<file path="config.mk">
export PLATFORM = sky130hd
export DESIGN_NAME = text_terminal_char_buffer_core
export DESIGN_NICKNAME = d
export VERILOG_FILES = /design/src/rtl/ttcb_pkg.sv /design/src/rtl/ttcb_ram.sv /design/src/rtl/ttcb_ctrl.sv /design/src/rtl/ttcb_dpath.sv /design/src/rtl/text_terminal_char_buffer_core.sv
export SDC_FILE = /design/constraint.sdc
export NUM_CORES = 2
export LEC_CHECK = 0
export ABC_CLOCK_PERIOD_IN_PS = 9600
export BUFFER_PORTS_ARGS = -buffer_cell sky130_fd_sc_hd__buf_2
export CORE_ASPECT_RATIO = 0.75
export CORE_MARGIN = 10
export CORE_UTILIZATION = 57
export CTS_CLUSTER_SIZE = 16
export DETAILED_ROUTE_END_ITERATION = 10
export HOLD_SLACK_MARGIN = 0.06
export PLACE_DENSITY = 0.75
export SLEW_MARGIN = 10
export SYNTH_ARGS = -nofsm -noshare
export SYNTH_HDL_FRONTEND = slang
export SYNTH_SLANG_ARGS = --single-unit
</file>
<file path="constraint.sdc">
create_clock -name aclk -period 9.6 [get_ports aclk]
set_clock_uncertainty 0.05 [all_clocks]
set_input_delay 1.92 -clock aclk [delete_from_list [all_inputs] [get_ports aclk]]
set_output_delay 1.92 -clock aclk [all_outputs]
set_load 0.005 [all_outputs]
</file>
<file path="src/rtl/ttcb_pkg.sv">
package ttcb_pkg;

    localparam int COLUMNS   = 32;
    localparam int GRID_ROWS = 16;

    localparam int ROW_W  = (GRID_ROWS > 1) ? $clog2(GRID_ROWS) : 1;
    localparam int ROW_XW = ROW_W + 1;
    localparam int COL_W  = (COLUMNS > 1) ? $clog2(COLUMNS) : 1;
    localparam int FILL_W = $clog2(COLUMNS + 1);
    localparam int DEPTH  = GRID_ROWS * COLUMNS;
    localparam int ADDR_W = (DEPTH > 1) ? $clog2(DEPTH) : 1;

    localparam int CHAR_W   = 8;
    localparam int OROW_W   = 4;
    localparam int OCOL_W   = 5;

    localparam logic [CHAR_W-1:0] CH_CR = 8'd13;
    localparam logic [CHAR_W-1:0] CH_LF = 8'd10;

    localparam logic OP_WRITE = 1'b0;
    localparam logic OP_READ  = 1'b1;

    typedef struct packed {
        logic capture;
        logic exec;
        logic load;
    } ttcb_cmd_t;

endpackage

</file>
<file path="src/rtl/ttcb_ram.sv">
module ttcb_ram #(
    parameter int WIDTH = 8,
    parameter int DEPTH = 512
) (
    input  logic                     aclk,
    input  logic                     we,
    input  logic [$clog2(DEPTH)-1:0] waddr,
    input  logic [WIDTH-1:0]         wdata,
    input  logic [$clog2(DEPTH)-1:0] raddr,
    output logic [WIDTH-1:0]         rdata
);

    logic [WIDTH-1:0] mem [DEPTH];
    logic [WIDTH-1:0] rdata_reg;

    always_ff @(posedge aclk) begin
        if (we) begin
            mem[waddr] <= wdata;
        end
        rdata_reg <= mem[raddr];
    end

    assign rdata = rdata_reg;

endmodule

</file>
<file path="src/rtl/ttcb_ctrl.sv">
module ttcb_ctrl (
    input  logic                aclk,
    input  logic                aresetn,
    input  logic                s_valid,
    output logic                s_ready,
    output logic                m_valid,
    input  logic                m_ready,
    output ttcb_pkg::ttcb_cmd_t cmd
);

    typedef enum logic [3:0] {
        S_IDLE = 4'b0001,
        S_EXEC = 4'b0010,
        S_LOAD = 4'b0100,
        S_OUT  = 4'b1000
    } state_t;

    state_t state_reg;
    state_t state_next;

    always_comb begin
        state_next = state_reg;
        case (state_reg)
            S_IDLE: begin
                if (s_valid) begin
                    state_next = S_EXEC;
                end
            end
            S_EXEC: state_next = S_LOAD;
            S_LOAD: state_next = S_OUT;
            S_OUT: begin
                if (m_ready) begin
                    state_next = S_IDLE;
                end
            end
            default: state_next = S_IDLE;
        endcase
    end

    always_ff @(posedge aclk) begin
        if (!aresetn) begin
            state_reg <= S_IDLE;
        end else begin
            state_reg <= state_next;
        end
    end

    assign s_ready     = (state_reg == S_IDLE);
    assign m_valid     = (state_reg == S_OUT);
    assign cmd.capture = s_valid && (state_reg == S_IDLE);
    assign cmd.exec    = (state_reg == S_EXEC);
    assign cmd.load    = (state_reg == S_LOAD);

endmodule

</file>
<file path="src/rtl/ttcb_dpath.sv">
module ttcb_dpath (
    input  logic                                aclk,
    input  logic                                aresetn,
    input  ttcb_pkg::ttcb_cmd_t                 cmd,
    input  logic                                s_op,
    input  logic [ttcb_pkg::CHAR_W-1:0]         s_char_code,
    input  logic [3:0]                          s_read_row,
    input  logic [4:0]                          s_read_col,
    output logic [ttcb_pkg::CHAR_W-1:0]         m_cell_char,
    output logic [ttcb_pkg::OROW_W-1:0]         m_cursor_row,
    output logic [ttcb_pkg::OCOL_W-1:0]         m_cursor_col,
    output logic                                m_scrolled
);

    localparam int ROW_W  = ttcb_pkg::ROW_W;
    localparam int ROW_XW = ttcb_pkg::ROW_XW;
    localparam int COL_W  = ttcb_pkg::COL_W;
    localparam int FILL_W = ttcb_pkg::FILL_W;
    localparam int ADDR_W = ttcb_pkg::ADDR_W;
    localparam int CHAR_W = ttcb_pkg::CHAR_W;
    localparam int NROWS  = ttcb_pkg::GRID_ROWS;
    localparam int NCOLS  = ttcb_pkg::COLUMNS;

    function automatic logic [ROW_W-1:0] phys_row(
        input logic [ROW_W-1:0] lrow,
        input logic [ROW_W-1:0] base
    );
        logic [ROW_XW-1:0] sum;
        sum = ROW_XW'(lrow) + ROW_XW'(base);
        if (sum >= ROW_XW'(NROWS)) begin
            sum = sum - ROW_XW'(NROWS);
        end
        return ROW_W'(sum);
    endfunction

    function automatic logic [ADDR_W-1:0] cell_addr(
        input logic [ROW_W-1:0] prow,
        input logic [COL_W-1:0] col
    );
        return ADDR_W'(ADDR_W'(prow) * ADDR_W'(NCOLS) + ADDR_W'(col));
    endfunction

    logic              op_reg;
    logic [CHAR_W-1:0] char_reg;
    logic [3:0]        rrow_reg;
    logic [4:0]        rcol_reg;

    logic [ROW_W-1:0]  cur_row_reg, cur_row_next;
    logic [COL_W-1:0]  cur_col_reg, cur_col_next;
    logic [ROW_W-1:0]  base_reg, base_next;
    logic [FILL_W-1:0] fill_reg [NROWS];
    logic [FILL_W-1:0] fill_next [NROWS];
    logic              hit_reg, hit_next;
    logic              scr_reg, scr_next;
    logic [CHAR_W-1:0] cell_reg, cell_next;

    logic [ROW_W-1:0]  cur_phys;
    logic [ROW_W-1:0]  rd_phys;
    logic              rd_in_grid;
    logic [ROW_XW-1:0] row_tmp;
    logic [FILL_W-1:0] col_tmp;
    logic              ram_we;
    logic [ADDR_W-1:0] ram_waddr;
    logic [ADDR_W-1:0] ram_raddr;
    logic [CHAR_W-1:0] ram_rdata;

    assign cur_phys   = phys_row(cur_row_reg, base_reg);
    assign rd_phys    = phys_row(ROW_W'(rrow_reg), base_reg);
    assign rd_in_grid = (int'(rrow_reg) < NROWS) && (int'(rcol_reg) < NCOLS);
    assign ram_waddr  = cell_addr(cur_phys, cur_col_reg);
    assign ram_raddr  = cell_addr(rd_phys, COL_W'(rcol_reg));

    ttcb_ram #(
        .WIDTH(CHAR_W),
        .DEPTH(ttcb_pkg::DEPTH)
    ) u_ram (
        .aclk (aclk),
        .we   (ram_we),
        .waddr(ram_waddr),
        .wdata(char_reg),
        .raddr(ram_raddr),
        .rdata(ram_rdata)
    );

    always_comb begin
        cur_row_next = cur_row_reg;
        cur_col_next = cur_col_reg;
        base_next    = base_reg;
        fill_next    = fill_reg;
        hit_next     = hit_reg;
        scr_next     = scr_reg;
        cell_next    = cell_reg;
        ram_we       = 1'b0;
        row_tmp      = ROW_XW'(cur_row_reg);
        col_tmp      = FILL_W'(cur_col_reg);

        if (cmd.exec) begin
            scr_next = 1'b0;
            hit_next = 1'b0;
            if (op_reg == ttcb_pkg::OP_WRITE) begin
                if (char_reg == ttcb_pkg::CH_LF) begin
                    row_tmp = row_tmp + ROW_XW'(1);
                    col_tmp = '0;
                end else if (char_reg != ttcb_pkg::CH_CR) begin
                    ram_we              = 1'b1;
                    col_tmp             = col_tmp + FILL_W'(1);
                    fill_next[cur_phys] = col_tmp;
                end
                if (col_tmp == FILL_W'(NCOLS)) begin
                    col_tmp = '0;
                    row_tmp = row_tmp + ROW_XW'(1);
                end
                if (row_tmp == ROW_XW'(NROWS)) begin
                    // oldest row becomes the new, empty bottom row
                    row_tmp             = ROW_XW'(NROWS - 1);
                    fill_next[base_reg] = '0;
                    base_next           = (base_reg == ROW_W'(NROWS - 1)) ? '0
                                          : base_reg + ROW_W'(1);
                    scr_next            = 1'b1;
                end
                cur_row_next = ROW_W'(row_tmp);
                cur_col_next = COL_W'(col_tmp);
            end else begin
                hit_next = rd_in_grid && (int'(rcol_reg) < int'(fill_reg[rd_phys]));
            end
        end

        if (cmd.load) begin
            cell_next = ((op_reg == ttcb_pkg::OP_READ) && hit_reg) ? ram_rdata : '0;
        end
    end

    always_ff @(posedge aclk) begin
        if (cmd.capture) begin
            op_reg   <= s_op;
            char_reg <= s_char_code;
            rrow_reg <= s_read_row;
            rcol_reg <= s_read_col;
        end
        hit_reg  <= hit_next;
        cell_reg <= cell_next;
    end

    always_ff @(posedge aclk) begin
        if (!aresetn) begin
            cur_row_reg <= '0;
            cur_col_reg <= '0;
            base_reg    <= '0;
            scr_reg     <= 1'b0;
            for (int i = 0; i < NROWS; i++) begin
                fill_reg[i] <= '0;
            end
        end else begin
            cur_row_reg <= cur_row_next;
            cur_col_reg <= cur_col_next;
            base_reg    <= base_next;
            scr_reg     <= scr_next;
            fill_reg    <= fill_next;
        end
    end

    assign m_cell_char  = cell_reg;
    assign m_cursor_row = ttcb_pkg::OROW_W'(cur_row_reg);
    assign m_cursor_col = ttcb_pkg::OCOL_W'(cur_col_reg);
    assign m_scrolled   = scr_reg;

endmodule

</file>
<file path="src/rtl/text_terminal_char_buffer_core.sv">
// text-mode character grid with a cursor and scroll-up
// input channel (s_valid/s_ready): s_op 0 prints s_char_code at the cursor,
//   s_op 1 reads the cell at s_read_row/s_read_col; s_last_char is carried
//   by the sender only and does not change the grid
// result channel (m_valid/m_ready): one result per request with the read
//   cell (zero for a print), the cursor after the request and a scroll flag
// sequence: an accepted request steps the controller through S_EXEC and
//   S_LOAD to S_OUT, where m_valid rises; one request is in flight at a
//   time, so no new request is taken until the result has been taken
// scroll takes no extra state: the rows form a ring with a rotating top row
//   and a per-row fill count, so the recycled bottom row reads as zero
// reset: synchronous active-low aresetn; the whole grid reads as zero and the
//   cursor is at row 0, column 0 as soon as reset is released, with no
//   clearing pass
// stall: while m_ready is low the result holds on the m_ ports and s_ready
//   stays low, so no request is lost or taken early
module text_terminal_char_buffer_core (
    input  logic       aclk,
    input  logic       aresetn,
    input  logic       s_valid,
    output logic       s_ready,
    input  logic       s_op,
    input  logic [7:0] s_char_code,
    input  logic [3:0] s_read_row,
    input  logic [4:0] s_read_col,
    input  logic       s_last_char,
    output logic       m_valid,
    input  logic       m_ready,
    output logic [7:0] m_cell_char,
    output logic [3:0] m_cursor_row,
    output logic [4:0] m_cursor_col,
    output logic       m_scrolled
);

    ttcb_pkg::ttcb_cmd_t cmd;

    ttcb_ctrl u_ctrl (
        .aclk   (aclk),
        .aresetn(aresetn),
        .s_valid(s_valid),
        .s_ready(s_ready),
        .m_valid(m_valid),
        .m_ready(m_ready),
        .cmd    (cmd)
    );

    ttcb_dpath u_dpath (
        .aclk        (aclk),
        .aresetn     (aresetn),
        .cmd         (cmd),
        .s_op        (s_op),
        .s_char_code (s_char_code),
        .s_read_row  (s_read_row),
        .s_read_col  (s_read_col),
        .m_cell_char (m_cell_char),
        .m_cursor_row(m_cursor_row),
        .m_cursor_col(m_cursor_col),
        .m_scrolled  (m_scrolled)
    );

endmodule

</file>
# == Word level (Yosys, flattened, before mapping) ==
# Memories as Yosys holds them, arrays and structs flattened. A register that Yosys moved wholly into a read port is not among the register bits.
# Cells that the tools add are included.
# word_totals
regBits,141
latch_bits,0
mem_bits_rw,4096
rom_bits,0
in_bits,23
output_inout_bits,20
wordCells,109
n_memories,1
# op_classes
n_addsub,10
mul,0
div,0
order_cmp,8
eq_ne,11
shift,0
mux,39
bitwise_logic,6
n_reduce_logical,7
# mem_list
name,depth,width,rd,rd_clocked_by_memory_dff,wr,line_no,text
u_dpath.u_ram.mem,512,8,1,1,1,ttcb_ram.sv:13,logic [WIDTH-1:0] mem [DEPTH];
# ops
operator,count
$mux 96,5
$and 96x96->96,1
$bwmux 96,1
$not 96->96,1
$demux 6 s4,2
$mux 6,8
$mux 5,7
$ge 5x5->1 const B,5
$bmux 6 s4,1
$mux 4,6
$add 9x5->9,2
$pmux 4 s4,1
$not 4->5,3
$add 4x4->5,2
$lt 5x1->1 const B,2
$eq 4x4->1 const B,2
$eq 8x4->1 const B,1
$mux 1,8
$ne 8x4->1 const B,1
$sub 4x1->4 const B,2
$add 5x1->6 const B,1
$eq 6x6->1 const B,1
$lt 5x6->1,1
$add 4x1->5 const B,1
other kinds (12),16

# == Longest topological paths before layout ==
# logic_depth
ltp_word,15
mapped_depth,14
mapped_depth_nobuf,11

# == Hierarchy ==
# From an unflattened synthesis, not the netlist that was laid out.
# hier_totals
cells_unflattened,8697
hier_area_um2,166875.0
# by_module_without_submodules
module,instances,cells_per_inst,area_per_inst_um2
ttcb_ram,1,8030,159927.1
ttcb_dpath,1,643,6688.9
ttcb_ctrl,1,24,259.0

# == Worst setup path after synthesis ==
# OpenSTA, ideal clock, no wires.
# synth_timing
kind,register to register
start,register u_dpath.char_reg[0]
end,register u_dpath.fill_reg[77] (netlist name)
arrival_time_ns,9.686
required_ns,9.436
slack_ns,-0.250
path_stages_with_launch,12
path_buffers,3
path_cell_list,edfxtp_1 nor3b_1 nand3_1 clkbuf_1 mux2_2 ha_1 a211o_1 o22a_1 clkbuf_1 clkbuf_1 o311a_1 a21o_1
# synth_via
elab_chain_cells,11
elab_cells_between_ends,21
classes_between,add/sub (1); eq/ne (4); mux (15); bitwise (1)
# synth_rtl
item,line_no,text
"start, declared",ttcb_dpath.sv:44,logic [CHAR_W-1:0] char_reg;
"start signal, assigned",ttcb_dpath.sv:136,char_reg <= s_char_code;
branches (longest 10 deep; another with $add 5x1->5),--,
$mux 96 *,ttcb_dpath.sv:113,if (row_tmp == ROW_XW'(NROWS)) begin
"end signal, assigned",ttcb_dpath.sv:158,fill_reg <= fill_next;
"end, declared",ttcb_dpath.sv:51,logic [FILL_W-1:0] fill_reg [NROWS];
# Mark *: on every way between the ends. The select of a mux whose other input is x is not followed.
# A chain may end at the register's enable or synchronous reset.

# == Worst setup path after layout ==
# layout_timing
start,register u_dpath.base_reg[0]
end,"register u_dpath.u_ram.rdata_reg[0], in the netlist u_dpath.u_ram.rdata[0], read port of u_dpath.u_ram.mem"
# layout_via
elab_chain_cells,4
elab_cells_between_ends,5
classes_between,add/sub (3); order compare (1); mux (1)
# layout_rtl
item,line_no,text
"start, declared",ttcb_dpath.sv:50,"logic [ROW_W-1:0] base_reg, base_next;"
"start signal, assigned",ttcb_dpath.sv:156,base_reg <= base_next;
$add 4x4->5 *,ttcb_dpath.sv:29,sum = ROW_XW'(lrow) + ROW_XW'(base);
$sub 4x1->4 / $ge 5x5->1 (equally long branches),"ttcb_dpath.sv:31, ttcb_dpath.sv:30",
$mux 4 *,ttcb_dpath.sv:30,if (sum >= ROW_XW'(NROWS)) begin
$add 9x5->9 *,ttcb_dpath.sv:40,return ADDR_W'(ADDR_W'(prow) * ADDR_W'(NCOLS) + ADDR_W'(col));
"end, declared",ttcb_ram.sv:14,logic [WIDTH-1:0] rdata_reg;
# Every way passes the cells marked *; elsewhere a longest branch is shown, timed or not.

==> out/metrics.yaml <==
setup_slack_ns: 4.18
tightestPinTransition_ns: 1.43
rows: 170
slew_headroom: 0.0418
avgSynthCellArea_um2: 20.9
clockBufferDepth: 4
finalNetCount: 8050
min_from: "u_dpath.fill_reg[53]"
cap_violations: 0
synthDominantCellAreaShare: 0.751
hpwl_mm: 234
core-area_um2: 287000
grt_pass1_vias: 81524
htreeDepth: 5
tns_ns: 0
areaGrowthSynthToFinish_pct: 10.1
setup_viol: 0
total_power_uw: 37700
async_flop_share: 0
hold_depth: 1
antenna_found_initial: 20
synthesis.nets: 7955
syn_inst: 7909
leakage_uw: 0.0568
pre_cts_ws_ns: 4.26
fill_cells: 18404
synthFlopType: "edfxtp_1"
clkSinkCount: 4245
postCtsSetupBuffers: 0
grt_pass1_wl_mm: 582
fin_crit_sh: 0.565
most-common-layout-cells: "edfxtp_1 (4,123), mux4_2 (1,014), nor2_1 (545)"
routedWlPerCell_um: 33.3
r2r_cells: 11
worstPathArrival_ns: 6.17
synth-seq-area-share: 0.765
path_clk_slew_ns: 0.07
synth-seq-cells: 4245
die-width_um: 641
numCtsBuffers: 375
power_density_nw_per_um2: 208
ctsHoldBuffers: 0
grt_start_max_net_pins: 189
synth-edff-count: 4123
clk_latency_ns: 0.90
die_area_um2: 312000
cts_resized: 0
rsz0062_at_grt: "no"
root_buffer: "clkbuf_16"
vias: 82802
largest_reg_flops: 4096
timing.rr.end: "u_dpath.u_ram.rdata[0]"
drt-total-wl_mm: 402
layout-drive-gt1-share: 0.220
status: "completed"
drc_errors: 0
grtUsageTotal: 0.254
period_minus_slack_ns: 5.42
startpoint_type: "flip-flop"
gp_congestion: 0.855
hold_viol_final: 0
path_max_fanout: 22
cp-end-kind: "flip-flop"
ios: 43
holdPathEnd: "u_dpath.fill_reg[53]"
r2r_slack_ns: 4.18
drv_slew: 0
ys_types: 73
layout_commonest_cell: "edfxtp_1"
ir_worst_vdd_v: 0.000304
yosysWarningCount: 0
cts_tree: "built"
hp-class: "reg -> reg"
synth.area.top_cells: "edfxtp_1 (75%), mux4_2 (14%), mux2i_1 (2.0%)"
drt_pre_antenna_iters: 9
die_h_um: 486
max_freq_mhz: 184
path_class: "reg -> reg"
ant_nets: 0
initial_utilization: 0.574
cp.required_ns: 10.34
overflow: 0
port_buffers: 41
drt_iter0_drc: 12258
timing.rr.start: "u_dpath.base_reg[0]"
avgViaCountPerCell: 6.85
yosysTopAreaCell: "edfxtp_1"
syn_area_um2: 165000
area by class of cell:
cell class	instances	area, um2	area share
tap	3784	4730	0.0261
clock inverter	220	1920	0.0106
sequential	4245	126000	0.695
multi-input combinational	3093	36600	0.202
timing repair buffer	215	1800	0.00991
antenna	9	22.5	0.000124
clock buffer	455	9920	0.0546
inverter	74	278	0.00153
worst max-delay path by stage:
stage | startpoint | to | slack (ns) | cells after the start
after floorplan | u_dpath.char_reg[2] | u_dpath.fill_reg[84] | 0.03 | 11
after global placement | u_dpath.rcol_reg[0] | u_dpath.u_ram.rdata[0] | 4.29 | 10
after detailed placement | u_dpath.rcol_reg[0] | u_dpath.u_ram.rdata[0] | 4.26 | 10
after CTS | u_dpath.rcol_reg[0] | u_dpath.u_ram.rdata[0] | 4.22 | 10
after global routing | u_dpath.rcol_reg[0] | u_dpath.u_ram.rdata[7] | 3.97 | 10
final | u_dpath.base_reg[0] | u_dpath.u_ram.rdata[0] | 4.18 | 11
stage by stage:
step | utilization | cells | hold WS (ns) | cell area, um2
after floorplan | - | 7909 | 0.370 | 165000
after global placement | 0.591 | 11411 | 0.377 | 170000
after detailed placement | 0.591 | 11411 | 0.386 | 170000
after CTS | 0.632 | 12086 | 0.402 | 182000
after global routing | 0.632 | 12087 | 0.412 | 182000
final | 0.632 | 12095 | 0.396 | 182000
logic make-up (layout without fill, tap and decap cells):
logic type               after synthesis  in the layout  share of synthesized area
AND/OR/NAND/NOR                      953            953                     0.0244
flip-flops                          4245           4245                      0.765
adder cells (fa/ha/maj)               23             23                    0.00184
XOR/XNOR                              17             17                   0.000903
AO/OA/AOI/OAI                        742            742                     0.0334
multiplexers                        1358           1358                      0.159
other                                  0              9                          0
buffers and inverters                571            964                     0.0146
layer usage:
layer / global-route usage / up-vias / routed length (um)
met2: 0.377 / 5634 / 184000
met5: 0 / - / 117
met4: 0.0698 / 18 / 11900
met1: 0.374 / 43329 / 153000
met3: 0.0744 / 668 / 53400
li1: - / 33153 / -
worst max-delay path, stage by stage (launching register included):
cell,delay [ns]
dfxtp_1,0.58
ha_2,0.28
fa_4,0.88
nand2b_2,0.46
buf_4,0.50
nor2_2,0.23
buf_4,0.33
a22oi_1,0.36
a31oi_1,0.13
nor3_1,0.94
nor4_1,0.19
o2111a_1,0.29
Yosys cell counts, drive strengths merged (3+ instances only):
master and count:
nor3 17, o41ai 3, o31a 7, clkbuf 279
ha 21, xnor2 10, mux2i 325, o31ai 22
nor2 552, nor3b 3, nor4b 5, nor2b 10
a22oi 118, or2 4, and4 8, nand2 218
o2111a 8, inv 74, and2 8, o211ai 49
a21oi 135, nand3 62, o211a 15, a22o 82
o22ai 89, mux4 1014, xor2 7, buf 218
a221oi 27, a211oi 4, a211o 9, mux2 19
a31oi 47, nand2b 7, edfxtp 4123, a221o 60
dfxtp 122, nand4 21, o21ai 15, a21o 19
nor4 9, o311a 14, nand4b 3, and3 17
power breakdown:
group / internal, uW / switching [uW]
clock network: 8200 / 6600
logic: 848 / 1550
registers: 20500 / 42.4
total: 29500 / 8190
No activity file was read; power rests on OpenSTA's default activity.
